`config.mk`:
```
export PLATFORM = sky130hd
export DESIGN_NAME = oaht_front
export DESIGN_NICKNAME = d
export VERILOG_FILES = /design/src/rtl/oaht_pkg.sv /design/src/rtl/oaht_front.sv
export SDC_FILE = /design/constraint.sdc
export NUM_CORES = 1
export LEC_CHECK = 0
export ABC_AREA = 0
export BUFFER_PORTS_ARGS = -buffer_cell sky130_fd_sc_hd__buf_2
export CORE_AREA = 2 2 220 222
export DETAILED_ROUTE_END_ITERATION = 6
export DIE_AREA = 0 0 222 224
export PLACE_DENSITY_LB_ADDON = 0.2
export SLEW_MARGIN = 20
export SYNTH_ARGS = -nofsm -noshare
export SYNTH_HDL_FRONTEND = slang
export SYNTH_SLANG_ARGS = --single-unit
```
`constraint.sdc`:
```
create_clock -name clk -period 12.3 [get_ports clk]
set_input_delay 2.46 -clock clk [delete_from_list [all_inputs] [get_ports clk]]
set_output_delay 2.46 -clock clk [all_outputs]
set_load 0.03 [all_outputs]
```
`src/rtl/oaht_pkg.sv`:
```
package oaht_pkg;

  // number of slots, a power of two
  localparam int SLOTS = 256;

  localparam logic [1:0] OP_GET = 2'd0;
  localparam logic [1:0] OP_SET = 2'd1;
  localparam logic [1:0] OP_DEL = 2'd2;

  localparam logic [1:0] TAG_BOOL   = 2'd0;
  localparam logic [1:0] TAG_NIL    = 2'd1;
  localparam logic [1:0] TAG_NUMBER = 2'd2;
  localparam logic [1:0] TAG_OBJECT = 2'd3;

  localparam logic [1:0] ST_OK       = 2'd0;
  localparam logic [1:0] ST_NOTFOUND = 2'd1;
  localparam logic [1:0] ST_FULL     = 2'd2;
  localparam logic [1:0] ST_NILKEY   = 2'd3;

  // classified request handed from front to back
  typedef struct packed {
    logic [1:0]  opcode;
    logic        skip;       // answered without probing
    logic [1:0]  skip_status;
    logic [1:0]  key_type;
    logic [63:0] key_bits;
    logic [31:0] hash;
    logic [1:0]  value_type;
    logic [63:0] value_bits;
  } req_t;

  typedef struct packed {
    logic [1:0]  status;
    logic        new_key;
    logic [1:0]  found_type;
    logic [63:0] found_bits;
  } rsp_t;

  // first half of the 64-to-32 mix, up to the multiply by 21
  function automatic logic [63:0] mix_a(input logic [63:0] k);
    logic [63:0] h;
    h = ~k + (k << 18);
    h = h ^ (h >> 31);
    return h;
  endfunction

  // 21*h = h + (h<<2) + (h<<4), then the remaining steps
  function automatic logic [31:0] mix_b(input logic [63:0] a);
    logic [63:0] h;
    h = a + (a << 2) + (a << 4);
    h = h ^ (h >> 11);
    h = h + (h << 6);
    h = h ^ (h >> 22);
    return h[31:0];
  endfunction

endpackage

```
`src/rtl/oaht_front.sv`:
```
module oaht_front (
  input  logic                clk,
  input  logic                rst_n,
  input  logic                in_valid,
  output logic                in_ready,
  input  logic [1:0]          opcode,
  input  logic [1:0]          key_type,
  input  logic [63:0]         key_bits,
  input  logic                key_is_string,
  input  logic [31:0]         key_string_hash,
  input  logic [1:0]          value_type,
  input  logic [63:0]         value_bits,
  output logic                q_valid,
  input  logic                q_ready,
  output oaht_pkg::req_t      q_data
);
  import oaht_pkg::*;

  // stage 1: first mix half; stage 2: finish hash
  logic        s1_valid_r;
  req_t        s1_r;
  logic [63:0] s1_mix_r;
  logic        s1_str_r;
  logic        s2_valid_r;
  req_t        s2_r;
  logic        s2_ready, s1_ready;
  logic [63:0] kb;
  req_t        s1_nxt, s2_nxt;

  assign s2_ready = !s2_valid_r || q_ready;
  assign s1_ready = !s1_valid_r || s2_ready;
  assign in_ready = s1_ready;
  assign q_valid  = s2_valid_r;
  assign q_data   = s2_r;

  always_comb begin
    kb = (key_type == TAG_BOOL) ? {63'd0, key_bits[0]} : key_bits;
    s1_nxt = '0;
    s1_nxt.opcode     = opcode;
    s1_nxt.key_type   = key_type;
    s1_nxt.key_bits   = kb;
    s1_nxt.value_type = value_type;
    s1_nxt.value_bits = value_bits;
    if (opcode != OP_GET && opcode != OP_SET && opcode != OP_DEL) begin
      s1_nxt.skip = 1'b1;
      s1_nxt.skip_status = ST_NOTFOUND;
    end else if (key_type == TAG_NIL) begin
      s1_nxt.skip = 1'b1;
      s1_nxt.skip_status = ST_NILKEY;
    end
    if (key_type == TAG_BOOL) s1_nxt.hash = kb[0] ? 32'd3 : 32'd1;
    else if (key_type == TAG_NIL) s1_nxt.hash = 32'd2;
    else s1_nxt.hash = key_string_hash;
  end

  always_comb begin
    s2_nxt = s1_r;
    if (s1_r.key_type == TAG_NUMBER || (s1_r.key_type == TAG_OBJECT && !s1_str_r))
      s2_nxt.hash = mix_b(s1_mix_r);
  end

  always_ff @(posedge clk) begin
    if (!rst_n) begin
      s1_valid_r <= 1'b0;
      s2_valid_r <= 1'b0;
    end else begin
      if (s1_ready) s1_valid_r <= in_valid;
      if (s2_ready) s2_valid_r <= s1_valid_r;
    end
    if (s1_ready && in_valid) begin
      s1_r     <= s1_nxt;
      s1_mix_r <= mix_a(kb);
      s1_str_r <= key_is_string;
    end
    if (s2_ready && s1_valid_r) s2_r <= s2_nxt;
  end
endmodule

```
==> impl_table.tex <==
\begin{tabular}{lr}
\hline
Metric & Value \\
\hline
\multicolumn{2}{l}{\textbf{Global route}} \\
\quad Overall Global Routing Usage & 0.248 \\
\quad Via count of the first global-routing pass & 16439 \\
\quad Antenna violations before repair & 1 \\
\quad Largest net degree at the start of global routing & 81 \\
\quad Total gr overflow & 0 \\
\quad Wire length of the first global-routing pass & 94700 µm \\
\multicolumn{2}{l}{\textbf{Clocking}} \\
\quad Setup repair bufs after CTS & 0 \\
\quad Clk\_lat worst skew & 0.59 ns \\
\quad Count of H-tree levels built during CTS & 2 \\
\quad Clock transition at the registers of the reported paths & 0.06 ns \\
\quad Root buffer cell & clkbuf\_16 \\
\quad Number of gates resized after CTS & 0 \\
\quad Max Buffers Root-to-Sink & 3 \\
\quad Number of buffers created by CTS & 42 \\
\quad TritonCTS clock tree & built \\
\quad Number of hold buffers added after CTS & 0 \\
\quad Clock sinks & 403 \\
\multicolumn{2}{l}{\textbf{Synth}} \\
\quad Post-Synthesis Net Count & 2316 \\
\quad Ranking of synthesized cells by instance count & 401 x edfxtp\_1, 162 x nand2\_1, 162 x xnor2\_1, 154 x ha\_1, 135 x a21oi\_1 \\
\quad Post-synth design cell area & 23500 µm² \\
\quad Fraction of post-synthesis cell area in the top cell type by area & 0.513 \\
\quad Cell count after synthesis & 1929 \\
\quad Cell with the most instances after synthesis & edfxtp\_1 \\
\quad Number of enable flip-flop cells after synthesis & 401 \\
\quad Synthesis-stage register bit count & 403 \\
\quad Cell variety after synth & 87 \\
\quad Syn\_area\_per\_cell & 12.2 µm² \\
\quad Area leader, netlist & edfxtp\_1 \\
\quad Main synth FF type & edfxtp\_1 \\
\quad Top cells by area, synth & edfxtp\_1 51\%, ha\_1 8.2\%, xnor2\_1 6.0\% \\
\quad YS warnings & 0 \\
\quad Async S/R FF share, synth & 0 \\
\quad Sequential element share of the synthesized area & 0.515 \\
\multicolumn{2}{l}{\textbf{STA}} \\
\quad Total negative slack & 0 ns \\
\quad Worst slew pin tran & 0.981 ns \\
\quad Highest achievable clock rate & 132 MHz \\
\quad Post-route clock period utilization & 0.616 \\
\quad Number of failing hold endpoints at the final stage & 0 \\
\quad Relative slew slack & 0.346 \\
\quad RSZ-0062 raised after global routing & false \\
\quad Setup clock skew after layout & 0.0479 ns \\
\quad Number of setup violations in the final report & 0 \\
\quad Minimum clock period & 7.57 ns \\
\quad Max-slew violation total from the final report & 0 \\
\multicolumn{2}{l}{\textbf{Finish}} \\
\quad Ratio of cells with drive above 1 in the final layout & 0.192 \\
\quad Non-filler cells, final & 2927 \\
\quad Area used by multi-input combinational logic & 10900 µm² \\
\quad Count of nets after finishing & 2667 \\
\quad ANT cells & 0 \\
\quad Area taken by flip-flops and latches & 12100 µm² \\
\quad Number of filler instances in the final layout & 3958 \\
\quad Area added between synthesis and finish & 15.8\% \\
\multicolumn{2}{l}{\textbf{Floorplan}} \\
\quad Core area & 47300 µm² \\
\quad Horizontal die dimension & 222 µm \\
\quad Effective utilization at floorplan & 0.496 \\
\quad Number of top-level pins & 342 \\
\quad DIE AREA & 49700 µm² \\
\quad Die span in y & 224 µm \\
\quad Cell Rows & 80 \\
\multicolumn{2}{l}{\textbf{Job}} \\
\quad Number of maximum-capacitance constraint violations & 0 \\
\multicolumn{2}{l}{\textbf{Detailed routing}} \\
\quad Detailed Routing Iterations Pass 1 & 6 \\
\quad Per-cell routed wire length & 21.3 µm \\
\quad Count of unresolved DRC violations after routing & 0 \\
\quad Total Wirelength & 62200 µm \\
\quad Number of vias in the routed layout & 16275 \\
\quad Detailed router's first-iteration violation count & 1121 \\
\quad Avg Vias per Cell & 5.56 \\
\quad Antenna-violating nets left & 0 \\
\multicolumn{2}{l}{\textbf{Place}} \\
\quad Total half-perimeter wirelength after legalization and detailed placement & 49800 µm \\
\quad Final Wtd Congestion & 0.934 \\
\quad Number of instances in the placed design & 2851 \\
\quad Port Buffer Count & 341 \\
\multicolumn{2}{l}{\textbf{Run status}} \\
\quad Status & finished clean \\
\multicolumn{2}{l}{\textbf{Setup path}} \\
\quad Critical path data arrival time & 7.89 ns \\
\quad Maximum fanout along the worst path & 5 \\
\quad Critical Path Start Type & register \\
\quad Critical Path End Type & register \\
\quad Worst setup path class & reg2reg \\
\quad CP required & 12.62 ns \\
\multicolumn{2}{l}{\textbf{Worst hold path}} \\
\quad Type of the most critical hold path & reg2reg \\
\hline
\end{tabular}
==> sequential cells by signal (all words and copies together) (netlist names) <==
signal      count
s1_str_r        1
q_valid         1
s1_r          168
s1_mix_r       64
q_data        168
s1_valid_r      1
==> critical path: stages, from the launching register on <==
cell and delay (ns):
edfxtp_1 0.45, fa_1 0.57, fa_1 0.47, a21oi_1 0.27
o211ai_1 0.15, a21o_1 0.20, a21oi_1 0.27, o21bai_1 0.17
a21o_1 0.20, a21o_1 0.20, a31o_2 0.28, a2111oi_0 0.46
nor3_1 0.17, xnor2_1 0.27, ha_1 0.31, o21ai_0 0.27
nand2b_1 0.09, a21o_1 0.24, a311oi_4 0.45, o21ai_1 0.14
and3_1 0.22, o32ai_4 0.41, or4b_1 0.48, o211a_1 0.19
xnor2_1 0.14, mux2_2 0.26
==> final timing paths <==
kind | to | startpoint | cells past startpoint | slack [ns]
worst min-delay path | q_data[23] | s1_r[23] | 0 | 0.42
worst min register to register | q_data[23] | s1_r[23] | 0 | 0.42
worst max register to register | q_data[93] | s1_mix_r[0] | 25 | 4.73
worst max-delay path | q_data[93] | s1_mix_r[0] | 25 | 4.73
==> cells by family after synthesis <==
logic type / Yosys count / synth area share
AO/OA/AOI/OAI: 501 / 0.141
AND/OR/NAND/NOR: 412 / 0.0866
flip-flops: 403 / 0.515
XOR/XNOR: 262 / 0.0987
adder cells (fa/ha/maj): 216 / 0.135
buffers and inverters: 130 / 0.0219
multiplexers: 5 / 0.00229
==> cell type report <==
class | count | share of cell area
Sequential cell | 403 | 0.445
Multi-Input combinational cell | 1396 | 0.401
Timing Repair Buffer | 348 | 0.0648
Clock buffer | 53 | 0.0402
Tap cell | 615 | 0.0283
Inverter | 89 | 0.0123
Clock inverter | 23 | 0.00917
==> metal layers <==
layer	track usage	wire length [µm]	vias to the layer above	share of wire
met3	0.0396	3330	126	0.054
met4	0.100	2540	2	0.041
met5	0	13	-	0.00021
li1	-	-	7795	-
met1	0.331	27200	7795	0.44
met2	0.406	29100	557	0.47
==> cell usage in the layout (no fill, tap or decap), types with 19 or more instances in the layout <==
cell       count
xnor2_1      162
edfxtp_1     401
fa_1          62
o21bai_1      28
buf_2        341
xor2_1        98
and3_1        20
a21oi_1      135
inv_1         89
o21a_1        26
o21ai_0       94
ha_1         154
a31oi_1       19
clkbuf_16     42
nand2_1      162
a21o_1        86
and2_1        54
nor2_1        52
nand3_1       27
nor2b_1       23
==> metrics by stage <==
| step | hold slack [ns] | instance area (µm²) | worst slack, ns | utilization |
|---|---|---|---|---|
| 5_1_grt | 0.418 | 27200 | 4.32 | 0.574 |
| 3_5_place_dp | 0.405 | 25800 | 4.77 | 0.545 |
| 4_1_cts | 0.411 | 27200 | 4.84 | 0.574 |
| 3_3_place_gp | 0.400 | 25800 | 4.84 | 0.545 |
| 6_report | 0.415 | 27200 | 4.73 | 0.574 |
| 2_1_floorplan | 0.400 | 23500 | 1.62 | - |
Power is not shown: default switching activity piles up to over one toggle a cycle in this logic, so the estimate is an artifact.
