===== src/rtl/oaht_pkg.sv =====
package oaht_pkg;

  // number of slots, a power of two
  localparam int SLOTS = 256;

  localparam logic [1:0] OP_GET = 2'd0;
  localparam logic [1:0] OP_SET = 2'd1;
  localparam logic [1:0] OP_DEL = 2'd2;

  localparam logic [1:0] TAG_BOOL   = 2'd0;
  localparam logic [1:0] TAG_NIL    = 2'd1;
  localparam logic [1:0] TAG_NUMBER = 2'd2;
  localparam logic [1:0] TAG_OBJECT = 2'd3;

  localparam logic [1:0] ST_OK       = 2'd0;
  localparam logic [1:0] ST_NOTFOUND = 2'd1;
  localparam logic [1:0] ST_FULL     = 2'd2;
  localparam logic [1:0] ST_NILKEY   = 2'd3;

  // classified request handed from front to back
  typedef struct packed {
    logic [1:0]  opcode;
    logic        skip;       // answered without probing
    logic [1:0]  skip_status;
    logic [1:0]  key_type;
    logic [63:0] key_bits;
    logic [31:0] hash;
    logic [1:0]  value_type;
    logic [63:0] value_bits;
  } req_t;

  typedef struct packed {
    logic [1:0]  status;
    logic        new_key;
    logic [1:0]  found_type;
    logic [63:0] found_bits;
  } rsp_t;

  // first half of the 64-to-32 mix, up to the multiply by 21
  function automatic logic [63:0] mix_a(input logic [63:0] k);
    logic [63:0] h;
    h = ~k + (k << 18);
    h = h ^ (h >> 31);
    return h;
  endfunction

  // 21*h = h + (h<<2) + (h<<4), then the remaining steps
  function automatic logic [31:0] mix_b(input logic [63:0] a);
    logic [63:0] h;
    h = a + (a << 2) + (a << 4);
    h = h ^ (h >> 11);
    h = h + (h << 6);
    h = h ^ (h >> 22);
    return h[31:0];
  endfunction

endpackage


===== src/rtl/oaht_queue.sv =====
module oaht_queue (
  input  logic           clk,
  input  logic           rst_n,
  input  logic           wr_valid,
  output logic           wr_ready,
  input  oaht_pkg::req_t wr_data,
  output logic           rd_valid,
  input  logic           rd_ready,
  output oaht_pkg::req_t rd_data
);
  import oaht_pkg::*;

  // two-entry fifo
  req_t       mem_r [2];
  logic       wp_r, rp_r;
  logic [1:0] cnt_r;
  logic       wr, rd;

  assign wr_ready = cnt_r != 2'd2;
  assign rd_valid = cnt_r != 2'd0;
  assign rd_data  = mem_r[rp_r];
  assign wr = wr_valid && wr_ready;
  assign rd = rd_valid && rd_ready;

  always_ff @(posedge clk) begin
    if (!rst_n) begin
      wp_r <= 1'b0;
      rp_r <= 1'b0;
      cnt_r <= 2'd0;
    end else begin
      if (wr) wp_r <= !wp_r;
      if (rd) rp_r <= !rp_r;
      cnt_r <= cnt_r + {1'b0, wr} - {1'b0, rd};
    end
    if (wr) mem_r[wp_r] <= wr_data;
  end
endmodule


===== config.mk =====
export PLATFORM = sky130hd
export DESIGN_NAME = oaht_queue
export DESIGN_NICKNAME = d
export VERILOG_FILES = /design/src/rtl/oaht_pkg.sv /design/src/rtl/oaht_queue.sv
export SDC_FILE = /design/constraint.sdc
export NUM_CORES = 1
export LEC_CHECK = 0
export CORE_ASPECT_RATIO = 1.2
export CORE_MARGIN = 4
export CORE_UTILIZATION = 34
export CTS_CLUSTER_DIAMETER = 50
export DETAILED_ROUTE_END_ITERATION = 12
export DONT_BUFFER_PORTS = 1
export GPL_TIMING_DRIVEN = 0
export SLEW_MARGIN = 20
export SYNTH_ARGS = -nofsm -noshare
export SYNTH_HDL_FRONTEND = slang
export SYNTH_SLANG_ARGS = --single-unit

===== constraint.sdc =====
create_clock -name clk -period 9.1 [get_ports clk]
set_clock_uncertainty 0.1 [all_clocks]
set_input_delay 2.275 -clock clk [delete_from_list [all_inputs] [get_ports clk]]
set_output_delay 2.275 -clock clk [all_outputs]
set_load 0.03 [all_outputs]

==> results of run 1 <==
==> power by group through the flow <==
stage / combinational [W] / clock (W) / sequential [W]
after floorplan: 0.000903 / 0 / 0.00200
after global placement: 0.00103 / 0 / 0.00202
after detailed placement: 0.00106 / 0 / 0.00199
after CTS: 0.00106 / 0.00166 / 0.00196
after global routing: 0.00109 / 0.00174 / 0.00197
final: 0.00104 / 0.00160 / 0.00196
==> per-stage QoR <==
step	setup WS, ns	area (um^2)	util
after floorplan	2.25	12900	-
after global placement	0.548	13500	0.363
after detailed placement	5.11	13600	0.366
after CTS	4.81	15000	0.403
after global routing	4.79	15000	0.403
final	4.89	15000	0.404
==> state kept, by name (all words and copies together), names as in the netlist, named ones only <==
signal	count
cnt_r	2
mem_r	338
rp_r	1
wp_r	1
==> cells in the mapped netlist (all sizes together) <==
cell type  instances
edfxtp           338
nor3               1
a21oi              1
o21ai              2
and2b              1
dfxtp              5
o31a               1
nor4bb             1
mux2             169
and2               1
nand2b             1
a21bo              1
or2                1
buf               19
xor2               1
and3               2
o21ba              1
inv                2
ha                 1
nor4               1
nand3              1
nand3b             1
nor2               4
==> critical path, cell delays in order (launching register included) <==
cell     delay [ns]
dfxtp_1        0.32
buf_6          0.14
buf_6          0.23
buf_6          0.22
mux2_4         0.38
==> worst max path at each step <==
stage / endpoint / slack [ns] / cells after the start
2_1_floorplan: mem_r[1][0]$_DFFE_PP_ / 2.25 / 1
3_3_place_gp: mem_r[1][137]$_DFFE_PP_ / 0.55 / 1
5_1_grt: rd_data[108] / 4.79 / 4
6_report: rd_data[108] / 4.89 / 4
4_1_cts: rd_data[108] / 4.81 / 4
3_5_place_dp: mem_r[0][127]$_DFFE_PP_ / 5.11 / 3
==> cells by family after synthesis <==
logic type                 after synthesis  share of synthesized area
DFF                                    343                      0.796
muxes                                  169                      0.177
buffers and inverters                   21                     0.0148
and+or+nand+nor                         15                    0.00680
AOI/OAI and AO/OA                        6                    0.00340
xor gates and xnor gates                 1                   0.000680
adders and majority gates                1                   0.000972
==> placed cells by master, fill, tap and decap left out, types with 2 or more instances in the layout <==
master / count
buf_16: 4
buf_2: 5
buf_6: 14
bufinv_16: 5
clkbuf_1: 3
clkbuf_16: 40
clkinv_1: 5
clkinv_2: 3
clkinv_4: 2
clkinv_8: 6
dfxtp_1: 5
diode_2: 2
edfxtp_1: 338
inv_6: 6
mux2_2: 68
mux2_4: 101
nor2_1: 4
o21ai_0: 2
==> layer usage <==
metal  vias to the layer above  part of all wire  track usage
met2                       264              0.54        0.207
met3                        51              0.13       0.0639
li1                       2324                 -            -
met4                         2             0.028       0.0419
met1                      2579              0.30        0.103
met5                         -           0.00053            0
==> cell type report <==
| cell class | count | area [um^2] | area share |
|---|---|---|---|
| Sequential cell | 343 | 10200 | 0.685 |
| Multi-Input combinational cell | 192 | 2440 | 0.163 |
| Clock buffer | 43 | 1010 | 0.0676 |
| Tap cell | 474 | 593 | 0.0396 |
| Clock inverter | 28 | 359 | 0.0240 |
| Buffer | 19 | 183 | 0.0122 |
| Timing Repair Buffer | 4 | 110 | 0.00736 |
| Inverter | 2 | 15.0 | 0.00100 |
| Antenna cell | 2 | 5.00 | 0.000334 |
==> run_results.csv, run 1 <==
group,metric,value,unit
run_status,outcome,"finished clean",
timing,setup_viol,0,
setup_path,arrival,1.83,ns
cts,cts.hold.buffers_added,0,
logic_synthesis,ys_top_cells_by_area,"edfxtp_1 79%, mux2_4 12%, mux2_2 5.9%",
logic_synthesis,synth_cell_types,25,
power_and_ir_drop,power_switching,0.00137,W
timing,setup_tns,0,ns
setup_path,crit_path_end_kind,"primary output",
cells_and_area,fill_cells,3181,
cells_and_area,drive_above_1_share,0.412,
timing,report.final.slew_viol_count,0,
power_and_ir_drop,pwr-share-clk,0.348,
floorplanning,die-area,0.0411,mm^2
min_path,hp-start,"rp_r$_SDFFE_PN0P_",
global_routing,globalRouteOverflowTotal,0,
timing,worst_pin_slew,0.617,ns
placed_design,post-place-cells,1034,
logic_synthesis,yosysTopAreaCell,"edfxtp_1",
setup_path,worstPathRequired,6.73,ns
power_and_ir_drop,combPwrFrac,0.226,
logic_synthesis,synth.avg_cell_area,23.2,um^2
logic_synthesis,syn_nets,730,
detailed_routing,antenna_left,0,
power_and_ir_drop,seq_power_share,0.426,
setup_path,critPathKind,"reg -> out",
placed_design,dp_hpwl,17700,um
setup_path,crit-reg2reg-launch,"cnt_r[0]$_SDFF_PN0_",
cts,post_cts.repair.setup_buffers,0,
setup_path,rr_endpoint,"mem_r[0][67]$_DFFE_PP_",
power_and_ir_drop,vdd_drop_max,0.000170,V
floorplanning,start_util,0.347,
power_and_ir_drop,p_int,0.00323,W
detailed_routing,routed-via-count,5220,
detailed_routing,wl,24600,um
global_routing,antenna_found_initial,2,
timing,fmax,238,MHz
power_and_ir_drop,total_power,0.00460,W
cells_and_area,instances_no_fill,1107,
cts,cts_resized,0,
logic_synthesis,synth_cells,556,
power_and_ir_drop,sw_frac_of_total,0.297,
timing,period_share,0.462,
logic_synthesis,synth_top_area_share,0.788,
global_routing,grt_usage,0.113,
min_path,hold_path_class,"reg -> reg",
floorplanning,io_pins,344,
detailed_routing,viasPerCell,4.72,
logic_synthesis,ys_ff_latch,343,
logic_synthesis,synthesis.area,0.0129,mm^2
global_routing,grt_max_degree,91,
detailed_routing,drtIter0Drc,223,
min_path,holdPathEnd,"rp_r$_SDFFE_PN0P_",
floorplanning,coreArea,0.0371,mm^2
placed_design,place_congestion,0.728,
cts,cts_made_buffers,39,
cts,clockRootBuffer,"clkbuf_16",
setup_path,startpoint_type,"flip-flop",
setup_path,cp_max_fo,10,
timing,fin_crit,4.21,ns
floorplanning,die_w,186,um
floorplanning,rows,77,
cts,cts_buffer_depth,3,
run,max_cap_violations,0,
detailed_routing,drc_errors,0,
power_and_ir_drop,p_leak,5.07,nW
logic_synthesis,yosysWarnings,0,
setup_path,reg2reg_depth,4,
placed_design,port_buffers,0,
floorplanning,die_y,221,um
timing,slew_headroom,0.589,
cts,cts_htree_levels,2,
global_routing,grt_pass1_vias,5673,
timing,rsz0062_at_grt,"false",
timing,finalHoldViolations,0,
min_path,holdPathStages,2,
detailed_routing,first_pass_iters,4,
logic_synthesis,yosysSeqAreaShare,0.796,
cts,clk_latency,0.53,ns
cells_and_area,syn_to_final_growth,16.2,%
global_routing,grt_pass1_wl,34900,um
cells_and_area,nNetsFinal,775,
timing,whs,0.435,ns
setup_path,r2r_slack,6.41,ns
cts,cts.sinks,343,
cts,cts_tree,"done",
detailed_routing,wl_per_cell,22.2,um
cts,path_clk_slew,0.06,ns
power_and_ir_drop,pwr_density_cell,307,mW/mm^2
(Power assumes the default switching activity.)
==> inputs of run 2 (changes only) <==
ABC_AREA = 1   (was unset)
clock period = 3.4 ns   (was 9.1 ns; I/O delays follow)
==> run 2 against run 1 <==
Net effect:
- sequential share of layout area down 0.64 points
- synthesized cell count up 1.1%
- critical path depth unchanged
- clock-buffer cell count up 1
- critical path type unchanged
==> run_results.csv, run 2 <==
group,metric,value,unit
logic_synthesis,synth.avg_cell_area,22.9,um^2
cts,clk_latency,0.51,ns
setup_path,critPathKind,"reg -> out",
logic_synthesis,synth_adder_area_share,0.000974,
cells_and_area,largest_register_ffs,338,
floorplanning,start_util,0.346,
logic_synthesis,synth_top_flop_cell,"edfxtp_1",
timing,fin_crit,2.77,ns
cts,cts_tree,"done",
global_routing,globalRouteOverflowTotal,0,
logic_synthesis,ys_top_cells_by_area,"edfxtp_1 79%, mux2_4 12%, mux2_2 6.0%",
logic_synthesis,synthSimpleGateAreaFrac,0.00623,
cells_and_area,final_cell_mix,"338 x edfxtp_1, 101 x mux2_4, 68 x mux2_2",
global_routing,grt_max_degree,30,
logic_synthesis,syn_nets,736,
timing,period_share,0.815,
floorplanning,die_w,185,um
setup_path,cp_max_fo,10,
placed_design,port_buffers,0,
detailed_routing,routed-via-count,5264,
logic_synthesis,synth_mux_area_frac,0.178,
setup_path,arrival,1.82,ns
setup_path,max_stage_delay,0.39,ns
cts,cts.hold.buffers_added,0,
cts,cts_made_buffers,38,
logic_synthesis,synth_cells,562,
cells_and_area,largest_register,"mem_r",
cells_and_area,nNetsFinal,790,
cts,clockRootBuffer,"clkbuf_16",
cells_and_area,final_common_cell,"edfxtp_1",
detailed_routing,drc_errors,0,
setup_path,r2r_slack,0.95,ns
cts,path_clk_slew,0.06,ns
logic_synthesis,synthesis.area,0.0128,mm^2
logic_synthesis,synth_common_cells,"338 x edfxtp_1, 101 x mux2_4, 68 x mux2_2",
timing,setup_viol,0,
detailed_routing,drtIter0Drc,226,
floorplanning,die-area,0.0410,mm^2
timing,rsz0062_at_grt,"false",
detailed_routing,viasPerCell,4.71,
timing,worst_pin_slew,0.535,ns
global_routing,grt_busiest_layer,"met2",
power_and_ir_drop,vdd_drop_max,0.000421,V
timing,setup_tns,0,ns
placed_design,dp_slack,0.899,ns
logic_synthesis,synth_top_area_share,0.790,
logic_synthesis,synth_top_family_by_area,"multiplexers",
floorplanning,io_pins,344,
cts,cts.sinks,343,
placed_design,dp_hpwl,18700,um
logic_synthesis,synth_cell_types,13,
global_routing,grt_util_met2,0.207,
global_routing,antenna_found_initial,0,
logic_synthesis,synth-compound-area-share,0.000390,
detailed_routing,wl_per_cell,22.4,um
logic_synthesis,yosysMostFrequentCell,"edfxtp_1",
cts,cts_htree_levels,2,
logic_synthesis,ys_ff_latch,343,
cells_and_area,diodes,0,
setup_path,crit_path_end_kind,"primary output",
detailed_routing,first_pass_iters,4,
setup_path,critPathTopFamily,"buffers and inverters",
logic_synthesis,synth-edff-count,338,
cells_and_area,drive_above_1_share,0.411,
timing,finalHoldViolations,0,
floorplanning,die_y,221,um
global_routing,grt_util_met3,0.0642,
timing,finalWorstSetupSlack,0.628,ns
floorplanning,coreArea,0.0371,mm^2
floorplanning,rows,77,
setup_path,path_common_cell,"buf_6",
timing,report.final.slew_viol_count,0,
detailed_routing,wl,25000,um
timing,slew_headroom,0.642,
run_status,outcome,"finished clean",
setup_path,cp.buffers_inverters,3,
logic_synthesis,async_flop_share,0,
timing,fmax,361,MHz
logic_synthesis,yosysTopAreaCell,"edfxtp_1",
cells_and_area,fill_cells,3205,
cts,cts_buffer_depth,3,
run,max_cap_violations,0,
setup_path,cp_slowest_cell,"mux2_4",
global_routing,grtUsageMet1,0.107,
global_routing,grt_pass1_vias,5660,
logic_synthesis,yosysWarnings,0,
setup_path,startpoint_type,"flip-flop",
setup_path,cp_cell_sequence,"buf_6, buf_6, buf_6, mux2_4",
cts,post_cts.repair.setup_buffers,0,
min_path,hold_path_class,"in -> reg",
logic_synthesis,synth_xor_area_frac,0.000682,
power_and_ir_drop,p_leak,5.13,nW
global_routing,grt_pass1_wl,35700,um
cells_and_area,syn_to_final_growth,17.6,%
logic_synthesis,yosysSeqAreaShare,0.798,
placed_design,place_congestion,0.760,
cells_and_area,reg_top3,"mem_r x338, cnt_r x2",
cts,cts_resized,0,
power_and_ir_drop,pwr_density_cell,873,mW/mm^2
detailed_routing,antenna_left,0,
setup_path,worstPathRequired,2.45,ns
global_routing,grt_usage,0.115,
## run 2: cell count changes after synthesis, moves of 2 or more
cell     before  now
and3_1        2    0
inv_1         2    7
nand2_1       0   11
nor2_1        4    9
o21ai_0       2    0
## run 2: area by class of cell
type	count	area, um^2	area share
plain buffers	19	183	0.0121
clock buffers	44	1040	0.0687
clock inverters	24	265	0.0176
inverters	7	26.3	0.00174
multi-input cells	193	2420	0.160
flip-flops and latches	343	10200	0.678
well taps	474	593	0.0393
repair buffers	14	333	0.0220
## run 2: power by group
part	total, W	switching, W	internal (W)	leakage (nW)
registers	0.00549	0.000139	0.00535	3.20
logic	0.00358	0.00238	0.00120	1.32
clock network	0.00411	0.00160	0.00252	0.610
## run 2: worst register-to-register path: cells and delay by family (launching register included)
kind | cells | cell delay [ns]
buffers and inverters | 4 | 0.78
AND/OR/NAND/NOR | 3 | 0.92
flip-flops | 1 | 0.35
## run 2: per-stage QoR
step	area [um^2]	instances	util	power (W)	hold WS, ns
floorplan	12900	562	-	0.00856	0.367
global placement	13500	1036	0.363	0.00905	0.381
detailed placement	13800	1050	0.372	0.00924	0.429
CTS	15100	1118	0.407	0.0134	0.292
global route	15100	1118	0.407	0.0137	0.290
finish	15100	1118	0.407	0.0132	0.326
## run 2: layer usage
metal	vias up	wire [um]
li1	2328	-
met1	2623	7760
met2	271	13200
met3	42	3270
met4	0	771
met5	-	0
## run 2: cell families after synthesis
logic type	count (synthesis)
XOR/XNOR	1
AO/OA/AOI/OAI	1
adder cells (fa/ha/maj)	1
AND/OR/NAND/NOR	21
flip-flops	343
multiplexers	169
buffers and inverters	26
## run 2: worst paths after layout
| kind | end | cells past startpoint | start |
|---|---|---|---|
| hold / removal | mem_r[1][82]$_DFFE_PP_ | 0 | wr_data[82] |
| setup reg to reg | mem_r[1][65]$_DFFE_PP_ | 7 | cnt_r[0]$_SDFF_PN0_ |
| hold reg to reg | flip-flop | 2 | rp_r$_SDFFE_PN0P_ |
| setup / recovery | rd_data[93] | 4 | flip-flop |
